File: config.mk
export PLATFORM = sky130hd
export DESIGN_NAME = char_lcd_nibble_sequencer_core
export DESIGN_NICKNAME = d
export VERILOG_FILES = /design/src/rtl/core/lcdns_pkg.sv /design/src/rtl/core/char_lcd_nibble_sequencer_core.sv /design/src/rtl/core/lcdns_front.sv /design/src/rtl/core/lcdns_queue.sv /design/src/rtl/core/lcdns_back.sv
export SDC_FILE = /design/constraint.sdc
export NUM_CORES = 1
export LEC_CHECK = 0
export BUFFER_PORTS_ARGS = -buffer_cell sky130_fd_sc_hd__buf_2
export CELL_PAD_IN_SITES_DETAIL_PLACEMENT = 1
export CELL_PAD_IN_SITES_GLOBAL_PLACEMENT = 1
export CORE_MARGIN = 1
export CORE_UTILIZATION = 47
export CTS_CLUSTER_DIAMETER = 200
export CTS_CLUSTER_SIZE = 20
export DETAILED_ROUTE_END_ITERATION = 6
export PLACE_DENSITY = 0.81
export SYNTH_ARGS = -nofsm -noshare
export SYNTH_HDL_FRONTEND = slang
export SYNTH_SLANG_ARGS = --single-unit
File: constraint.sdc
create_clock -name clk -period 2.8 [get_ports clk]
set_input_delay 0.14 -clock clk [delete_from_list [all_inputs] [get_ports clk]]
set_output_delay 0.14 -clock clk [all_outputs]
set_load 0.02 [all_outputs]
File: src/rtl/core/lcdns_pkg.sv
// ----------------------------------------------------------------------------
// lcdns_pkg: shared types and constants for the LCD nibble sequencer
// Job encoding between the request front end and the pin-state back end,
// request codes, register indexes and the fixed display timing values.
// ----------------------------------------------------------------------------
package lcdns_pkg;

  // Settling time after each enable edge, in microseconds.
  localparam int SETTLE_US = 100;

  // Request codes.
  localparam logic [1:0] REQ_CMD    = 2'd0;
  localparam logic [1:0] REQ_DATA   = 2'd1;
  localparam logic [1:0] REQ_CURSOR = 2'd2;
  localparam logic [1:0] REQ_INIT   = 2'd3;

  // Configuration register indexes.
  localparam logic [1:0] REG_FUNCTION_SET = 2'd0;
  localparam logic [1:0] REG_ENTRY_MODE   = 2'd1;
  localparam logic [1:0] REG_DISPLAY_ON   = 2'd2;
  localparam logic [1:0] REG_CLEAR        = 2'd3;

  // Job kinds: a single wait state, one nibble, or a whole byte.
  localparam logic [1:0] JOB_WAIT   = 2'd0;
  localparam logic [1:0] JOB_NIBBLE = 2'd1;
  localparam logic [1:0] JOB_BYTE   = 2'd2;

  // Extra wait that follows the final nibble of a job.
  localparam logic [2:0] EXTRA_NONE   = 3'd0;
  localparam logic [2:0] EXTRA_POWER  = 3'd1;
  localparam logic [2:0] EXTRA_LONG   = 3'd2;
  localparam logic [2:0] EXTRA_SHORT  = 3'd3;
  localparam logic [2:0] EXTRA_CLEAR  = 3'd4;

  // Hold times of the setup and strobe phases and of the opening wait.
  localparam logic [13:0] HOLD_SETUP     = 14'(SETTLE_US + 1);
  localparam logic [13:0] HOLD_STROBE    = 14'd1;
  localparam logic [13:0] HOLD_INIT_WAIT = 14'd5000;

  // Queue between the front end and the back end.
  localparam int QUEUE_DEPTH = 4;
  localparam int QUEUE_PTR_W = $clog2(QUEUE_DEPTH);

  typedef struct packed {
    logic [1:0] kind;
    logic [7:0] data;
    logic       rs;
    logic [2:0] extra;
    logic       last;
  } job_t;

  typedef struct packed {
    logic full;
    logic empty;
  } q_status_t;

  // Hold time of the release phase, including any extra wait.
  function automatic logic [13:0] release_hold(input logic [2:0] extra);
    logic [13:0] hold;
    case (extra)
      EXTRA_POWER: hold = 14'(SETTLE_US + 5000);
      EXTRA_LONG:  hold = 14'(SETTLE_US + 10000);
      EXTRA_SHORT: hold = 14'(SETTLE_US + 100);
      EXTRA_CLEAR: hold = 14'(SETTLE_US + 2000);
      default:     hold = 14'(SETTLE_US);
    endcase
    return hold;
  endfunction

endpackage

File: src/rtl/core/char_lcd_nibble_sequencer_core.sv
// ----------------------------------------------------------------------------
// char_lcd_nibble_sequencer_core: 4-bit character LCD pin sequencer
// Turns command, data, cursor and init requests into timed pin states.
// ----------------------------------------------------------------------------
// Each accepted request becomes a list of pin states (nibble, RS, EN, hold
// time in microseconds), with last set on the final state. Pin states leave
// the output register one per cycle while out_ready is high, so a command,
// data or cursor request becomes six pin states and an init request 37;
// they are made by the back-end phase sequencer, which emits one state per
// cycle. The front end queues up to four jobs ahead of it, so further
// requests are taken while earlier ones are still being sent. An init
// request is expanded into nine jobs, one per cycle as queue space allows,
// and no new request is taken until that expansion is done. Configuration
// writes take effect at once and are meant for times when the block is idle.
// ----------------------------------------------------------------------------
module char_lcd_nibble_sequencer_core (
  input  logic        clk,
  input  logic        rst,
  input  logic        cfg_we,
  input  logic [1:0]  cfg_index,
  input  logic [7:0]  cfg_data,
  input  logic        in_valid,
  output logic        in_ready,
  input  logic [1:0]  req_type,
  input  logic [7:0]  value,
  input  logic        row,
  input  logic [5:0]  col,
  output logic        out_valid,
  input  logic        out_ready,
  output logic [3:0]  pin_nibble,
  output logic        pin_rs,
  output logic        pin_en,
  output logic [13:0] hold_us,
  output logic        last
);

  lcdns_pkg::job_t      push_job;
  lcdns_pkg::job_t      head_job;
  lcdns_pkg::q_status_t q_stat;
  logic                 push;
  logic                 pop;

  // Request intake.
  lcdns_front u_front (
    .clk       (clk),
    .rst       (rst),
    .cfg_we    (cfg_we),
    .cfg_index (cfg_index),
    .cfg_data  (cfg_data),
    .in_valid  (in_valid),
    .in_ready  (in_ready),
    .req_type  (req_type),
    .value     (value),
    .row       (row),
    .col       (col),
    .q_stat    (q_stat),
    .push      (push),
    .push_job  (push_job)
  );

  // Job queue.
  lcdns_queue u_queue (
    .clk      (clk),
    .rst      (rst),
    .push     (push),
    .push_job (push_job),
    .pop      (pop),
    .head_job (head_job),
    .q_stat   (q_stat)
  );

  // Pin-state generation.
  lcdns_back u_back (
    .clk        (clk),
    .rst        (rst),
    .head_job   (head_job),
    .q_stat     (q_stat),
    .pop        (pop),
    .out_valid  (out_valid),
    .out_ready  (out_ready),
    .pin_nibble (pin_nibble),
    .pin_rs     (pin_rs),
    .pin_en     (pin_en),
    .hold_us    (hold_us),
    .last       (last)
  );

endmodule

File: src/rtl/core/lcdns_front.sv
// ----------------------------------------------------------------------------
// lcdns_front: request intake and classification
// Holds the init command registers, turns each request into queue jobs and
// expands the power-up init into its sequence of nine jobs.
// ----------------------------------------------------------------------------
module lcdns_front (
  input  logic                clk,
  input  logic                rst,
  input  logic                cfg_we,
  input  logic [1:0]          cfg_index,
  input  logic [7:0]          cfg_data,
  input  logic                in_valid,
  output logic                in_ready,
  input  logic [1:0]          req_type,
  input  logic [7:0]          value,
  input  logic                row,
  input  logic [5:0]          col,
  input  lcdns_pkg::q_status_t q_stat,
  output logic                push,
  output lcdns_pkg::job_t     push_job
);

  // Init sequence steps after the opening wait, which goes out on acceptance.
  localparam logic [3:0] STEP_IDLE   = 4'd0;
  localparam logic [3:0] STEP_SYNC1  = 4'd1;
  localparam logic [3:0] STEP_SYNC2  = 4'd2;
  localparam logic [3:0] STEP_SYNC3  = 4'd3;
  localparam logic [3:0] STEP_FOUR   = 4'd4;
  localparam logic [3:0] STEP_FUNC   = 4'd5;
  localparam logic [3:0] STEP_ENTRY  = 4'd6;
  localparam logic [3:0] STEP_DISP   = 4'd7;
  localparam logic [3:0] STEP_CLEAR  = 4'd8;

  logic [7:0] function_set_code;
  logic [7:0] entry_mode_code;
  logic [7:0] display_on_code;
  logic [7:0] clear_code;
  logic [3:0] init_step;
  logic [3:0] init_step_next;
  logic       accept;

  // Configuration registers.
  always_ff @(posedge clk) begin
    if (rst) begin
      function_set_code <= 8'd40;
      entry_mode_code   <= 8'd6;
      display_on_code   <= 8'd12;
      clear_code        <= 8'd1;
    end else if (cfg_we) begin
      case (cfg_index)
        lcdns_pkg::REG_FUNCTION_SET: function_set_code <= cfg_data;
        lcdns_pkg::REG_ENTRY_MODE:   entry_mode_code   <= cfg_data;
        lcdns_pkg::REG_DISPLAY_ON:   display_on_code   <= cfg_data;
        default:                     clear_code        <= cfg_data;
      endcase
    end
  end

  // New requests are taken only while no init expansion is pending.
  assign in_ready = (init_step == STEP_IDLE) && !q_stat.full;
  assign accept   = in_valid && in_ready;

  // Job selection for the queue.
  always_comb begin
    push     = 1'b0;
    push_job = '0;
    if (init_step != STEP_IDLE) begin
      push           = !q_stat.full;
      push_job.kind  = lcdns_pkg::JOB_BYTE;
      push_job.extra = lcdns_pkg::EXTRA_NONE;
      case (init_step)
        STEP_SYNC1: begin
          push_job.kind  = lcdns_pkg::JOB_NIBBLE;
          push_job.data  = 8'h03;
          push_job.extra = lcdns_pkg::EXTRA_POWER;
        end
        STEP_SYNC2: begin
          push_job.kind  = lcdns_pkg::JOB_NIBBLE;
          push_job.data  = 8'h03;
          push_job.extra = lcdns_pkg::EXTRA_LONG;
        end
        STEP_SYNC3: begin
          push_job.kind  = lcdns_pkg::JOB_NIBBLE;
          push_job.data  = 8'h03;
          push_job.extra = lcdns_pkg::EXTRA_SHORT;
        end
        STEP_FOUR: begin
          push_job.kind  = lcdns_pkg::JOB_NIBBLE;
          push_job.data  = 8'h02;
          push_job.extra = lcdns_pkg::EXTRA_SHORT;
        end
        STEP_FUNC:  push_job.data = function_set_code;
        STEP_ENTRY: push_job.data = entry_mode_code;
        STEP_DISP:  push_job.data = display_on_code;
        default: begin
          push_job.data  = clear_code;
          push_job.extra = lcdns_pkg::EXTRA_CLEAR;
          push_job.last  = 1'b1;
        end
      endcase
    end else if (accept) begin
      push          = 1'b1;
      push_job.kind = lcdns_pkg::JOB_BYTE;
      push_job.last = 1'b1;
      case (req_type)
        lcdns_pkg::REQ_CMD:    push_job.data = value;
        lcdns_pkg::REQ_DATA: begin
          push_job.data = value;
          push_job.rs   = 1'b1;
        end
        lcdns_pkg::REQ_CURSOR: push_job.data = {1'b1, row, col};
        default: begin
          // Init opens with the power-up wait; the rest follows step by step.
          push_job.kind = lcdns_pkg::JOB_WAIT;
          push_job.last = 1'b0;
        end
      endcase
    end
  end

  // Init step counter.
  always_comb begin
    init_step_next = init_step;
    if (init_step != STEP_IDLE) begin
      if (!q_stat.full) begin
        init_step_next = (init_step == STEP_CLEAR) ? STEP_IDLE : init_step + 4'd1;
      end
    end else if (accept && (req_type == lcdns_pkg::REQ_INIT)) begin
      init_step_next = STEP_SYNC1;
    end
  end

  always_ff @(posedge clk) begin
    if (rst) begin
      init_step <= STEP_IDLE;
    end else begin
      init_step <= init_step_next;
    end
  end

endmodule

File: src/rtl/core/lcdns_queue.sv
// ----------------------------------------------------------------------------
// lcdns_queue: job queue between front end and back end
// A small first-in first-out store of jobs so that intake and pin-state
// generation stall independently.
// ----------------------------------------------------------------------------
module lcdns_queue (
  input  logic                 clk,
  input  logic                 rst,
  input  logic                 push,
  input  lcdns_pkg::job_t      push_job,
  input  logic                 pop,
  output lcdns_pkg::job_t      head_job,
  output lcdns_pkg::q_status_t q_stat
);

  localparam int PW = lcdns_pkg::QUEUE_PTR_W;
  localparam logic [PW-1:0] LAST_SLOT = PW'(lcdns_pkg::QUEUE_DEPTH - 1);

  lcdns_pkg::job_t slots [lcdns_pkg::QUEUE_DEPTH];
  logic [PW-1:0]   wr_ptr;
  logic [PW-1:0]   rd_ptr;
  logic [PW:0]     count;
  logic [PW:0]     count_next;

  assign q_stat.full  = (count == (PW+1)'(lcdns_pkg::QUEUE_DEPTH));
  assign q_stat.empty = (count == '0);
  assign head_job     = slots[rd_ptr];

  // Occupancy follows the push and pop strobes.
  always_comb begin
    count_next = count;
    if (push && !pop) begin
      count_next = count + (PW+1)'(1);
    end else if (pop && !push) begin
      count_next = count - (PW+1)'(1);
    end
  end

  always_ff @(posedge clk) begin
    if (rst) begin
      wr_ptr <= '0;
      rd_ptr <= '0;
      count  <= '0;
    end else begin
      count <= count_next;
      if (push) begin
        wr_ptr <= (wr_ptr == LAST_SLOT) ? '0 : wr_ptr + PW'(1);
      end
      if (pop) begin
        rd_ptr <= (rd_ptr == LAST_SLOT) ? '0 : rd_ptr + PW'(1);
      end
    end
  end

  // Job storage.
  always_ff @(posedge clk) begin
    if (push) begin
      slots[wr_ptr] <= push_job;
    end
  end

`ifndef SYNTHESIS
  a_no_overflow: assert property (@(posedge clk) disable iff (rst)
    !(push && q_stat.full))
    else $error("job pushed into a full queue");

  a_no_underflow: assert property (@(posedge clk) disable iff (rst)
    !(pop && q_stat.empty))
    else $error("job popped from an empty queue");
`endif

endmodule

File: src/rtl/core/lcdns_back.sv
// ----------------------------------------------------------------------------
// lcdns_back: pin-state generator
// Walks the head job through its enable phases into an output register,
// one pin state per cycle while that register is free or draining.
// ----------------------------------------------------------------------------
module lcdns_back (
  input  logic                 clk,
  input  logic                 rst,
  input  lcdns_pkg::job_t      head_job,
  input  lcdns_pkg::q_status_t q_stat,
  output logic                 pop,
  output logic                 out_valid,
  input  logic                 out_ready,
  output logic [3:0]           pin_nibble,
  output logic                 pin_rs,
  output logic                 pin_en,
  output logic [13:0]          hold_us,
  output logic                 last
);

  localparam logic [1:0] PH_SETUP   = 2'd0;
  localparam logic [1:0] PH_STROBE  = 2'd1;
  localparam logic [1:0] PH_RELEASE = 2'd2;

  logic [1:0]  phase;
  logic        half;
  logic        gen;
  logic        step_done;
  logic        final_nib;
  logic [3:0]  nib_next;
  logic        en_next;
  logic [13:0] hold_next;

  // Current pin state of the head job.
  always_comb begin
    final_nib = (head_job.kind == lcdns_pkg::JOB_NIBBLE) || half;
    nib_next  = ((head_job.kind == lcdns_pkg::JOB_BYTE) && !half) ?
                head_job.data[7:4] : head_job.data[3:0];
    case (phase)
      PH_SETUP: begin
        en_next   = 1'b0;
        hold_next = lcdns_pkg::HOLD_SETUP;
      end
      PH_STROBE: begin
        en_next   = 1'b1;
        hold_next = lcdns_pkg::HOLD_STROBE;
      end
      default: begin
        en_next   = 1'b0;
        hold_next = lcdns_pkg::release_hold(final_nib ? head_job.extra :
                                            lcdns_pkg::EXTRA_NONE);
      end
    endcase
    step_done = (phase == PH_RELEASE) && final_nib;
    if (head_job.kind == lcdns_pkg::JOB_WAIT) begin
      nib_next  = 4'h0;
      en_next   = 1'b0;
      hold_next = lcdns_pkg::HOLD_INIT_WAIT;
      step_done = 1'b1;
    end
  end

  // A state is produced whenever a job is queued and the output register is free or draining.
  assign gen = !q_stat.empty && (!out_valid || out_ready);
  assign pop = gen && step_done;

  always_ff @(posedge clk) begin
    if (rst) begin
      phase     <= PH_SETUP;
      half      <= 1'b0;
      out_valid <= 1'b0;
    end else begin
      if (gen) begin
        out_valid <= 1'b1;
        if (step_done) begin
          phase <= PH_SETUP;
          half  <= 1'b0;
        end else if (phase == PH_RELEASE) begin
          phase <= PH_SETUP;
          half  <= 1'b1;
        end else begin
          phase <= phase + 2'd1;
        end
      end else if (out_ready) begin
        out_valid <= 1'b0;
      end
    end
  end

  // Output payload register.
  always_ff @(posedge clk) begin
    if (gen) begin
      pin_nibble <= nib_next;
      pin_rs     <= head_job.rs;
      pin_en     <= en_next;
      hold_us    <= hold_next;
      last       <= head_job.last && step_done;
    end
  end

`ifndef SYNTHESIS
  a_phase_range: assert property (@(posedge clk) disable iff (rst)
    phase != 2'd3)
    else $error("enable phase counter left its range");

  a_strobe_short: assert property (@(posedge clk) disable iff (rst)
    (out_valid && pin_en) |-> (hold_us == lcdns_pkg::HOLD_STROBE && !last))
    else $error("enable strobe state with wrong hold or end mark");
`endif

endmodule

==> results.cfg, run 1 <==
[logic_synthesis]
syn_area_sq_mm = 0.00548
synth-compound-area-share = 0.113
synth_warnings = 0
synth-edff-count = 76
synth_commonest_cells = 76 x edfxtp_1, 49 x dfxtp_1, 46 x nand2_1
yosys.area_share.simple = 0.121
synthXorXnorAreaFrac = 0.00479
synth.distinct_cells = 50
syn-mean-instance-area_sq_um = 12.0
yosys.area.top_type = edfxtp_1
syn_inst = 456
synth_nets = 499
muxShareOfSynthArea = 0.100
ys_async_sr_fraction = 0
ys_ff_latch = 125
synth_top_area_frac = 0.416
synth_top_family_by_area = simple AND/OR/NAND/NOR gates
synthMostInstantiatedCell = edfxtp_1
synthAdderAreaFrac = 0.0265
synth_ff_type = edfxtp_1
synth_area_leaders = edfxtp_1 42%, dfxtp_1 18%, mux4_2 6.2%, a21oi_1 3.7%, mux2i_1 3.7%
yosysSeqAreaShare = 0.595

[routing]
wl_per_cell_um = 20.5
ant_nets = 0
vias = 3839
drtIter0Drc = 272
dr.pass1.iters = 5
top_layer = met4
via_per_inst = 5.70
wl_met3_um = 602
drcViolationCount = 0
wl_met2_um = 7250
wl_met1_um = 5600
wl_um = 13800

[power_and_ir_drop]
power.share.clock = 0.328
p_per_area_mw_per_mm2 = 1180
combinationalPowerShare = 0.309
ir_drop_v = 0.000545
p_total_mw = 7.86
swShare = 0.326
p_int_mw = 5.30
p_seq_frac = 0.363
leakage_nw = 2.49
p_switching_mw = 2.57

[sta]
fin_ws_ns = 0.108
period_share = 0.961
slew_headroom = 0.426
hold_viol = 0
skew_ns = 0.00685
fmax_mhz = 372
tightest_slew_ns = 0.861
setup_viol = 0
min_period_ns = 2.69
timing.final.max_slew_violations = 0

[global_routing]
grt_usage = 0.245
grt_max_degree = 50
grt_pass1_vias = 4036
antenna_found_initial = 0
grt_pass1_wl_um = 21400
grt-ovfl-total = 0

[worst_setup_path]
crit_path_max_fanout = 5
crit_type = flip-flop to flip-flop
crit_arrival_ns = 2.96
worstSetupStartpointType = flip-flop
cp.required_ns = 3.07
end_kind = flip-flop

[clocking]
clock_path_buffers = 2
cts_root_buf = clkbuf_16
clk_latency_ns = 0.42
path_clk_slew_ns = 0.06
clock-sinks = 125
numCtsBuffers = 17
htree_num_levels = 4
cts_tree = built

[min_path]
min_path_type = primary input to flip-flop

[run_status]
status = complete, no violations

[layout]
final_area_sq_mm = 0.00665
syn_to_final_growth_pct = 21.2
drive_above_1_share = 0.223
nNetsFinal = 560
final_cell_count_no_fill = 674

[placed_design]
hpwl_um = 8870
gp_congestion = 0.839
pre_cts_ws_ns = 0.0992
post_dp_cell_area_sq_mm = 0.00587
place.port_buffers = 53
dp_cells = 634

[floorplan]
core_area_sq_mm = 0.0114
ios = 55
start_util = 0.482
fp.dieW_um = 110
dieArea_sq_mm = 0.0121
die_h_um = 110
core.rowCount = 39

[flow_run]
maxCapViolCount = 0
-- stage by stage --
step                       util  hold slack, ns  setup TNS, ns
after floorplan               -           0.258              0
after global placement    0.516           0.401              0
after detailed placement  0.516           0.404              0
after CTS                 0.583          0.0120              0
after global routing      0.584          0.0466        -0.0285
final                     0.584          0.0180              0
-- registers in the layout (all words and copies together), names as in the netlist, named ones only --
name	flops
u_queue.slots	60
u_back.last	1
u_back.phase	2
u_back.half	1
u_back.hold_us	9
u_queue.rd_ptr	2
u_back.pin_nibble	4
u_queue.wr_ptr	2
u_front.init_step	4
u_front.clear_code	8
u_queue.count	3
u_back.out_valid	1
u_back.pin_en	1
u_front.display_on_code	8
u_front.entry_mode_code	8
u_back.pin_rs	1
u_front.function_set_code	8
-- layer usage --
| metal | track usage | vias to the layer above |
|---|---|---|
| met5 | 0 | - |
| met4 | 0.114 | 0 |
| met3 | 0.0564 | 32 |
| met2 | 0.435 | 115 |
| met1 | 0.277 | 1898 |
| li1 | - | 1794 |
-- power by group through the flow --
| stage | Sequential (mW) | Clock [mW] | Combinational, mW |
|---|---|---|---|
| CTS | 2.85 | 2.61 | 2.40 |
| floorplan | 2.97 | 0 | 1.50 |
| detailed placement | 2.88 | 0 | 2.34 |
| global route | 2.91 | 2.68 | 2.65 |
| finish | 2.86 | 2.58 | 2.43 |
| global placement | 2.82 | 0 | 2.23 |
-- repair_timing --
action | CTS | global route
hold buffers | 7 | 0
setup endpoints to repair | 0 | 2
resized for setup | 0 | 5
hold endpoints to repair | 11 | 0
setup buffers | 0 | 0
-- kinds of logic (layout without fill, tap and decap cells) --
kind of cell,count (synthesis),in the layout
compound gates,96,96
xor+xnor,3,3
fa+ha+maj,11,11
buf+inv,49,123
flops,125,125
mux,36,36
other cells,1,2
simple gates,135,135
-- worst paths after layout --
check             slack, ns                    endpoint                       start  cells after the start
setup / recovery       0.11            u_queue.count[1]                   flip-flop                      9
hold / removal         0.02  u_front.display_on_code[0]                 cfg_data[0]                      3
setup reg to reg       0.11            u_queue.count[1]                   flip-flop                      9
hold reg to reg        0.45  u_front.display_on_code[0]  u_front.display_on_code[0]                      2
-- worst max-delay path, stage by stage, from the launching register on --
cell	delay, ns
dfxtp_1	0.48
mux2i_1	0.44
o221ai_1	0.32
a21oi_4	0.28
inv_1	0.08
ha_1	0.21
inv_1	0.08
fa_1	0.42
mux2i_1	0.18
nor2_1	0.06
-- cells in the final DEF (no fill, tap or decap), drive strengths merged, types with 6 or more instances in the layout --
cell	Yosys	routed
bufinv	0	7
nor2b	15	15
dfxtp	49	49
a222oi	6	6
ha	10	10
o22a	7	7
o22ai	8	8
nand3b	8	8
o21ai	13	13
dlygate4sd3	0	7
edfxtp	76	76
clkbuf	16	17
buf	12	63
nor2	32	32
mux4	15	15
nand2	46	46
mux2i	20	20
inv	21	24
a21oi	42	42
-- final cells by class --
class                   count  area (sq um)
well taps                 143           179
inverters                  21          78.8
diodes                      1          2.50
repair buffers             70           410
clock inverters            15           265
clock buffers              17           425
fillers                  1171          4720
flip-flops and latches    125          3260
multi-input cells         282          2020
No activity file was read; power rests on OpenSTA's default activity.
==> run 2, diff against run 1 <==
--- a/config.mk
+++ b/config.mk
@@ -14,6 +14,7 @@
 export CTS_CLUSTER_SIZE = 20
 export DETAILED_ROUTE_END_ITERATION = 6
 export PLACE_DENSITY = 0.81
+export RECOVER_POWER = 25
 export SYNTH_ARGS = -nofsm -noshare
 export SYNTH_HDL_FRONTEND = slang
 export SYNTH_SLANG_ARGS = --single-unit
==> results.cfg, run 2 (synthesis gave the netlist of run 1 again) <==
[run_status]
status = finished with violations
violations = design-rule violations

[layout]
mostFrequentLayoutCells = 76 x edfxtp_1, 48 x dfxtp_1, 46 x nand2_1
layout_commonest_cell = edfxtp_1
regMostFlops = u_queue.slots
nNetsFinal = 560
syn_to_final_growth_pct = 20.6
largest_reg_flops = 60
final_util = 0.581
reg.largest.list = u_queue.slots x60, u_back.hold_us x9
drive_above_1_share = 0.174

[power_and_ir_drop]
swShare = 0.329
combinationalPowerShare = 0.305
p_per_area_mw_per_mm2 = 1180
p_int_mw = 5.25
ir_drop_v = 0.000546
power.share.clock = 0.330
p_seq_frac = 0.366
leakage_nw = 2.41
p_total_mw = 7.83
p_switching_mw = 2.57

[clocking]
path_clk_slew_ns = 0.06
cts_setup_buffers = 0
clock-sinks = 125
numCtsBuffers = 17
clk_latency_ns = 0.42
clock_path_buffers = 2
cts_root_buf = clkbuf_16
htree_num_levels = 4
cts_tree = built

[sta]
hold_viol = 0
fin_ws_ns = 0.108
min_period_ns = 2.69
slew_headroom = 0.422
timing.final.max_slew_violations = 0
setup_viol = 0
period_share = 0.961
tightest_slew_ns = 0.867
fmax_mhz = 371
skew_ns = 0.00758

[worst_setup_path]
crit_arrival_ns = 2.96
crit_type = flip-flop to flip-flop
cp.required_ns = 3.07
end_kind = flip-flop
crit_path_max_fanout = 5
worstSetupStartpointType = flip-flop

[routing]
wl_um = 13800
via_per_inst = 5.74
wl_met2_um = 7240
dr.pass1.iters = 7
wl_per_cell_um = 20.5
ant_nets = 0
wl_met3_um = 622
drtIter0Drc = 270
wl_met1_um = 5600
vias = 3868
drcViolationCount = 1
top_layer = met4

[placed_design]
pre_cts_ws_ns = 0.0992
hpwl_um = 8870
gp_congestion = 0.839
place.port_buffers = 53

[min_path]
min_path_type = primary input to flip-flop

[global_routing]
grt_usage = 0.245
grt_pass1_vias = 4036
grt-ovfl-total = 0
grt_pass1_wl_um = 21400
grt_max_degree = 50
antenna_found_initial = 0

[floorplan]
start_util = 0.482
die_h_um = 110
dieArea_sq_mm = 0.0121
ios = 55
core.rowCount = 39
core_area_sq_mm = 0.0114
fp.dieW_um = 110

[flow_run]
maxCapViolCount = 0
-- run 2: changes by cell type in the layout (fill, tap and decap cells not counted) --
cell,delta
buf_2,-25
buf_4,-1
clkbuf_1,+26
-- run 2: through the flow --
stage / instances / hold WS [ns] / TNS (ns) / instance area (sq um)
finish: 674 / 0.0186 / 0 / 6610
global route: 673 / 0.0466 / -0.0285 / 6610
CTS: 673 / 0.0120 / 0 / 6630
detailed placement: 634 / 0.404 / 0 / 5870
global placement: 634 / 0.401 / 0 / 5870
floorplan: 456 / 0.258 / 0 / 5480
-- run 2: final cells by class --
| class | count | area [sq um] |
|---|---|---|
| Antenna cell | 1 | 2.50 |
| Timing Repair Buffer | 70 | 375 |
| Fill cell | 1176 | 4760 |
| Sequential cell | 125 | 3260 |
| Inverter | 21 | 78.8 |
| Multi-Input combinational cell | 282 | 2020 |
| Clock buffer | 17 | 425 |
| Tap cell | 143 | 179 |
| Clock inverter | 15 | 265 |
-- run 2: power groups by stage --
stage               clock network [mW]  registers (mW)  logic [mW]
floorplan                            0            2.97        1.50
global placement                     0            2.82        2.23
detailed placement                   0            2.88        2.34
CTS                               2.61            2.85        2.40
global route                      2.68            2.92        2.60
finish                            2.58            2.86        2.38
-- run 2: metal layers --
metal	track usage	vias to the layer above
li1	-	1793
met1	0.277	1923
met2	0.435	120
met3	0.0564	32
met4	0.114	0
met5	0	-
-- run 2: worst paths after layout --
path | startpoint | to | slack, ns | depth (start not counted)
setup / recovery | flip-flop | u_queue.count[1] | 0.11 | 9
hold / removal | cfg_data[0] | u_front.display_on_code[0] | 0.02 | 3
setup reg to reg | flip-flop | u_queue.count[1] | 0.11 | 9
hold reg to reg | u_front.display_on_code[0] | u_front.display_on_code[0] | 0.45 | 2
-- run 2: what timing repair did --
item / 4_1_cts / 5_1_grt
gates resized for setup: 0 / 5
hold endpoints to repair: 11 / 0
setup endpoints to repair: 0 / 2
hold buffers: 7 / 0
-- run 2: critical path: stages, from the launching register on --
cell,delay (ns)
dfxtp_1,0.48
mux2i_1,0.44
o221ai_1,0.32
a21oi_4,0.28
inv_1,0.08
ha_1,0.21
inv_1,0.08
fa_1,0.42
mux2i_1,0.18
nor2_1,0.06
==> run 3, diff against run 2 <==
--- a/config.mk
+++ b/config.mk
@@ -5,7 +5,7 @@
 export SDC_FILE = /design/constraint.sdc
 export NUM_CORES = 1
 export LEC_CHECK = 0
-export BUFFER_PORTS_ARGS = -buffer_cell sky130_fd_sc_hd__buf_2
+export BUFFER_PORTS_ARGS = -buffer_cell sky130_fd_sc_hd__buf_4
 export CELL_PAD_IN_SITES_DETAIL_PLACEMENT = 1
 export CELL_PAD_IN_SITES_GLOBAL_PLACEMENT = 1
 export CORE_MARGIN = 1
==> results.cfg, run 3 (synthesis gave the netlist of run 1 again) <==
[run_status]
status = complete, no violations

[clocking]
clock_path_buffers = 2
cts_tree = built
cts_root_buf = clkbuf_16
htree_num_levels = 4
path_clk_slew_ns = 0.05
clk_latency_ns = 0.42
clock-sinks = 125
numCtsBuffers = 17

[global_routing]
grt-ovfl-total = 0
grt_pass1_wl_um = 21800
grt_max_degree = 50
antenna_found_initial = 0
grt_usage = 0.249
grt_pass1_vias = 4159

[floorplan]
fp.dieW_um = 110
core_area_sq_mm = 0.0114
core.rowCount = 39
die_h_um = 110
dieArea_sq_mm = 0.0121
start_util = 0.482
ios = 55

[sta]
rsz0062_at_grt = no
period_share = 0.946
slew_headroom = 0.510
skew_ns = 0.00704
min_period_ns = 2.65
timing.final.max_slew_violations = 0
fin_ws_ns = 0.151
fmax_mhz = 377
hold_viol = 0
setup_viol = 0
hold_ws_ns = 0.167
tightest_slew_ns = 0.734

[worst_setup_path]
cp.required_ns = 3.14
crit_start = u_front.init_step[0]
end_kind = flip-flop
crit_arrival_ns = 2.99
rr_startpoint = u_front.init_step[0]
worstSetupStartpointType = flip-flop
crit_type = flip-flop to flip-flop
crit_path_max_fanout = 8

[layout]
final_util = 0.581
reg.largest.list = u_queue.slots x60, u_back.hold_us x9
final_area_sq_mm = 0.00660
regMostFlops = u_queue.slots
nNetsFinal = 562
mostFrequentLayoutCells = 76 x edfxtp_1, 48 x dfxtp_1, 46 x nand2_1
final_cell_count_no_fill = 675
drive_above_1_share = 0.160
syn_to_final_growth_pct = 20.4
layout_commonest_cell = edfxtp_1
largest_reg_flops = 60
diodes = 0

[placed_design]
dp_cells = 633
post_dp_cell_area_sq_mm = 0.00599
gp_congestion = 0.816
hpwl_um = 9210
place.port_buffers = 53
pre_cts_ws_ns = -0.0184

[routing]
via_per_inst = 5.70
ant_nets = 0
dr.pass1.iters = 5
wl_per_cell_um = 20.4
drtIter0Drc = 194
vias = 3847
wl_um = 13700
drcViolationCount = 0

[power_and_ir_drop]
p_per_area_mw_per_mm2 = 1130
leakage_nw = 2.40
ir_drop_v = 0.000637

[flow_run]
maxCapViolCount = 0

[min_path]
hp-start = rst
min_path_type = primary input to flip-flop
run 3: cell types whose count changed in the layout (fill, tap and decap cells not counted), moves of 2 or more:
| cell | previous run | this run |
|---|---|---|
| inv_6 | 3 | 0 |
| buf_2 | 28 | 0 |
| bufinv_16 | 7 | 1 |
| clkbuf_8 | 0 | 3 |
| clkbuf_16 | 17 | 20 |
| dlygate4sd3_1 | 7 | 9 |
| buf_4 | 9 | 33 |
| clkinvlp_4 | 2 | 0 |
| clkbuf_1 | 26 | 35 |
run 3: layer usage:
layer,share of wire,track usage,up-vias
met4,0.036,0.130,0
li1,-,-,1793
met1,0.39,0.274,1904
met2,0.53,0.444,114
met3,0.048,0.0606,36
met5,0,0,-
run 3: layout make-up:
class                      count  area [sq um]
timing repair buffer          72           450
tap                          143           179
sequential                   125          3260
clock buffer                  28           561
inverter                      21          78.8
multi-input combinational    282          2020
clock inverter                 4          45.0
fill                        1158          4770
run 3: final timing paths:
| path | end | slack (ns) | cells past startpoint |
|---|---|---|---|
| setup / recovery | u_queue.count[2] | 0.15 | 10 |
| hold / removal | u_queue.count[0] | 0.17 | 2 |
| setup reg to reg | u_queue.count[2] | 0.15 | 10 |
| hold reg to reg | u_front.display_on_code[0] | 0.46 | 2 |
run 3: where the power goes:
group	total (mW)	switching [mW]	leakage, nW	internal, mW
registers	2.87	0.216	1.13	2.65
logic	2.41	1.54	0.972	0.867
clock network	2.21	0.762	0.300	1.45
total	7.48	2.52	2.40	4.96
run 3: critical path: stages, from the launching register on:
cell and delay, ns:
dfxtp_1 0.36, inv_1 0.17, ha_4 0.20, or3b_2 0.50, o21a_2 0.27, ha_1 0.23, inv_1 0.08, fa_1 0.18
xor2_1 0.08, or3_1 0.31, a21oi_1 0.18
run 3: timing repair:
item                                   CTS  global route
pin swaps                                0             0
cloned                                   0             0
setup endpoints to repair                2             2
buffers inserted                         0             1
resized for setup                        2             4
hold buffers                             9             0
endpoints found under the hold margin   19             0
run 3: metrics by stage:
stage          setup TNS (ns)  power, mW
6_report                    0       7.48
5_1_grt                     0       7.85
4_1_cts                     0       7.61
3_5_place_dp          -0.0184       5.34
3_3_place_gp                0       5.15
2_1_floorplan               0       4.47
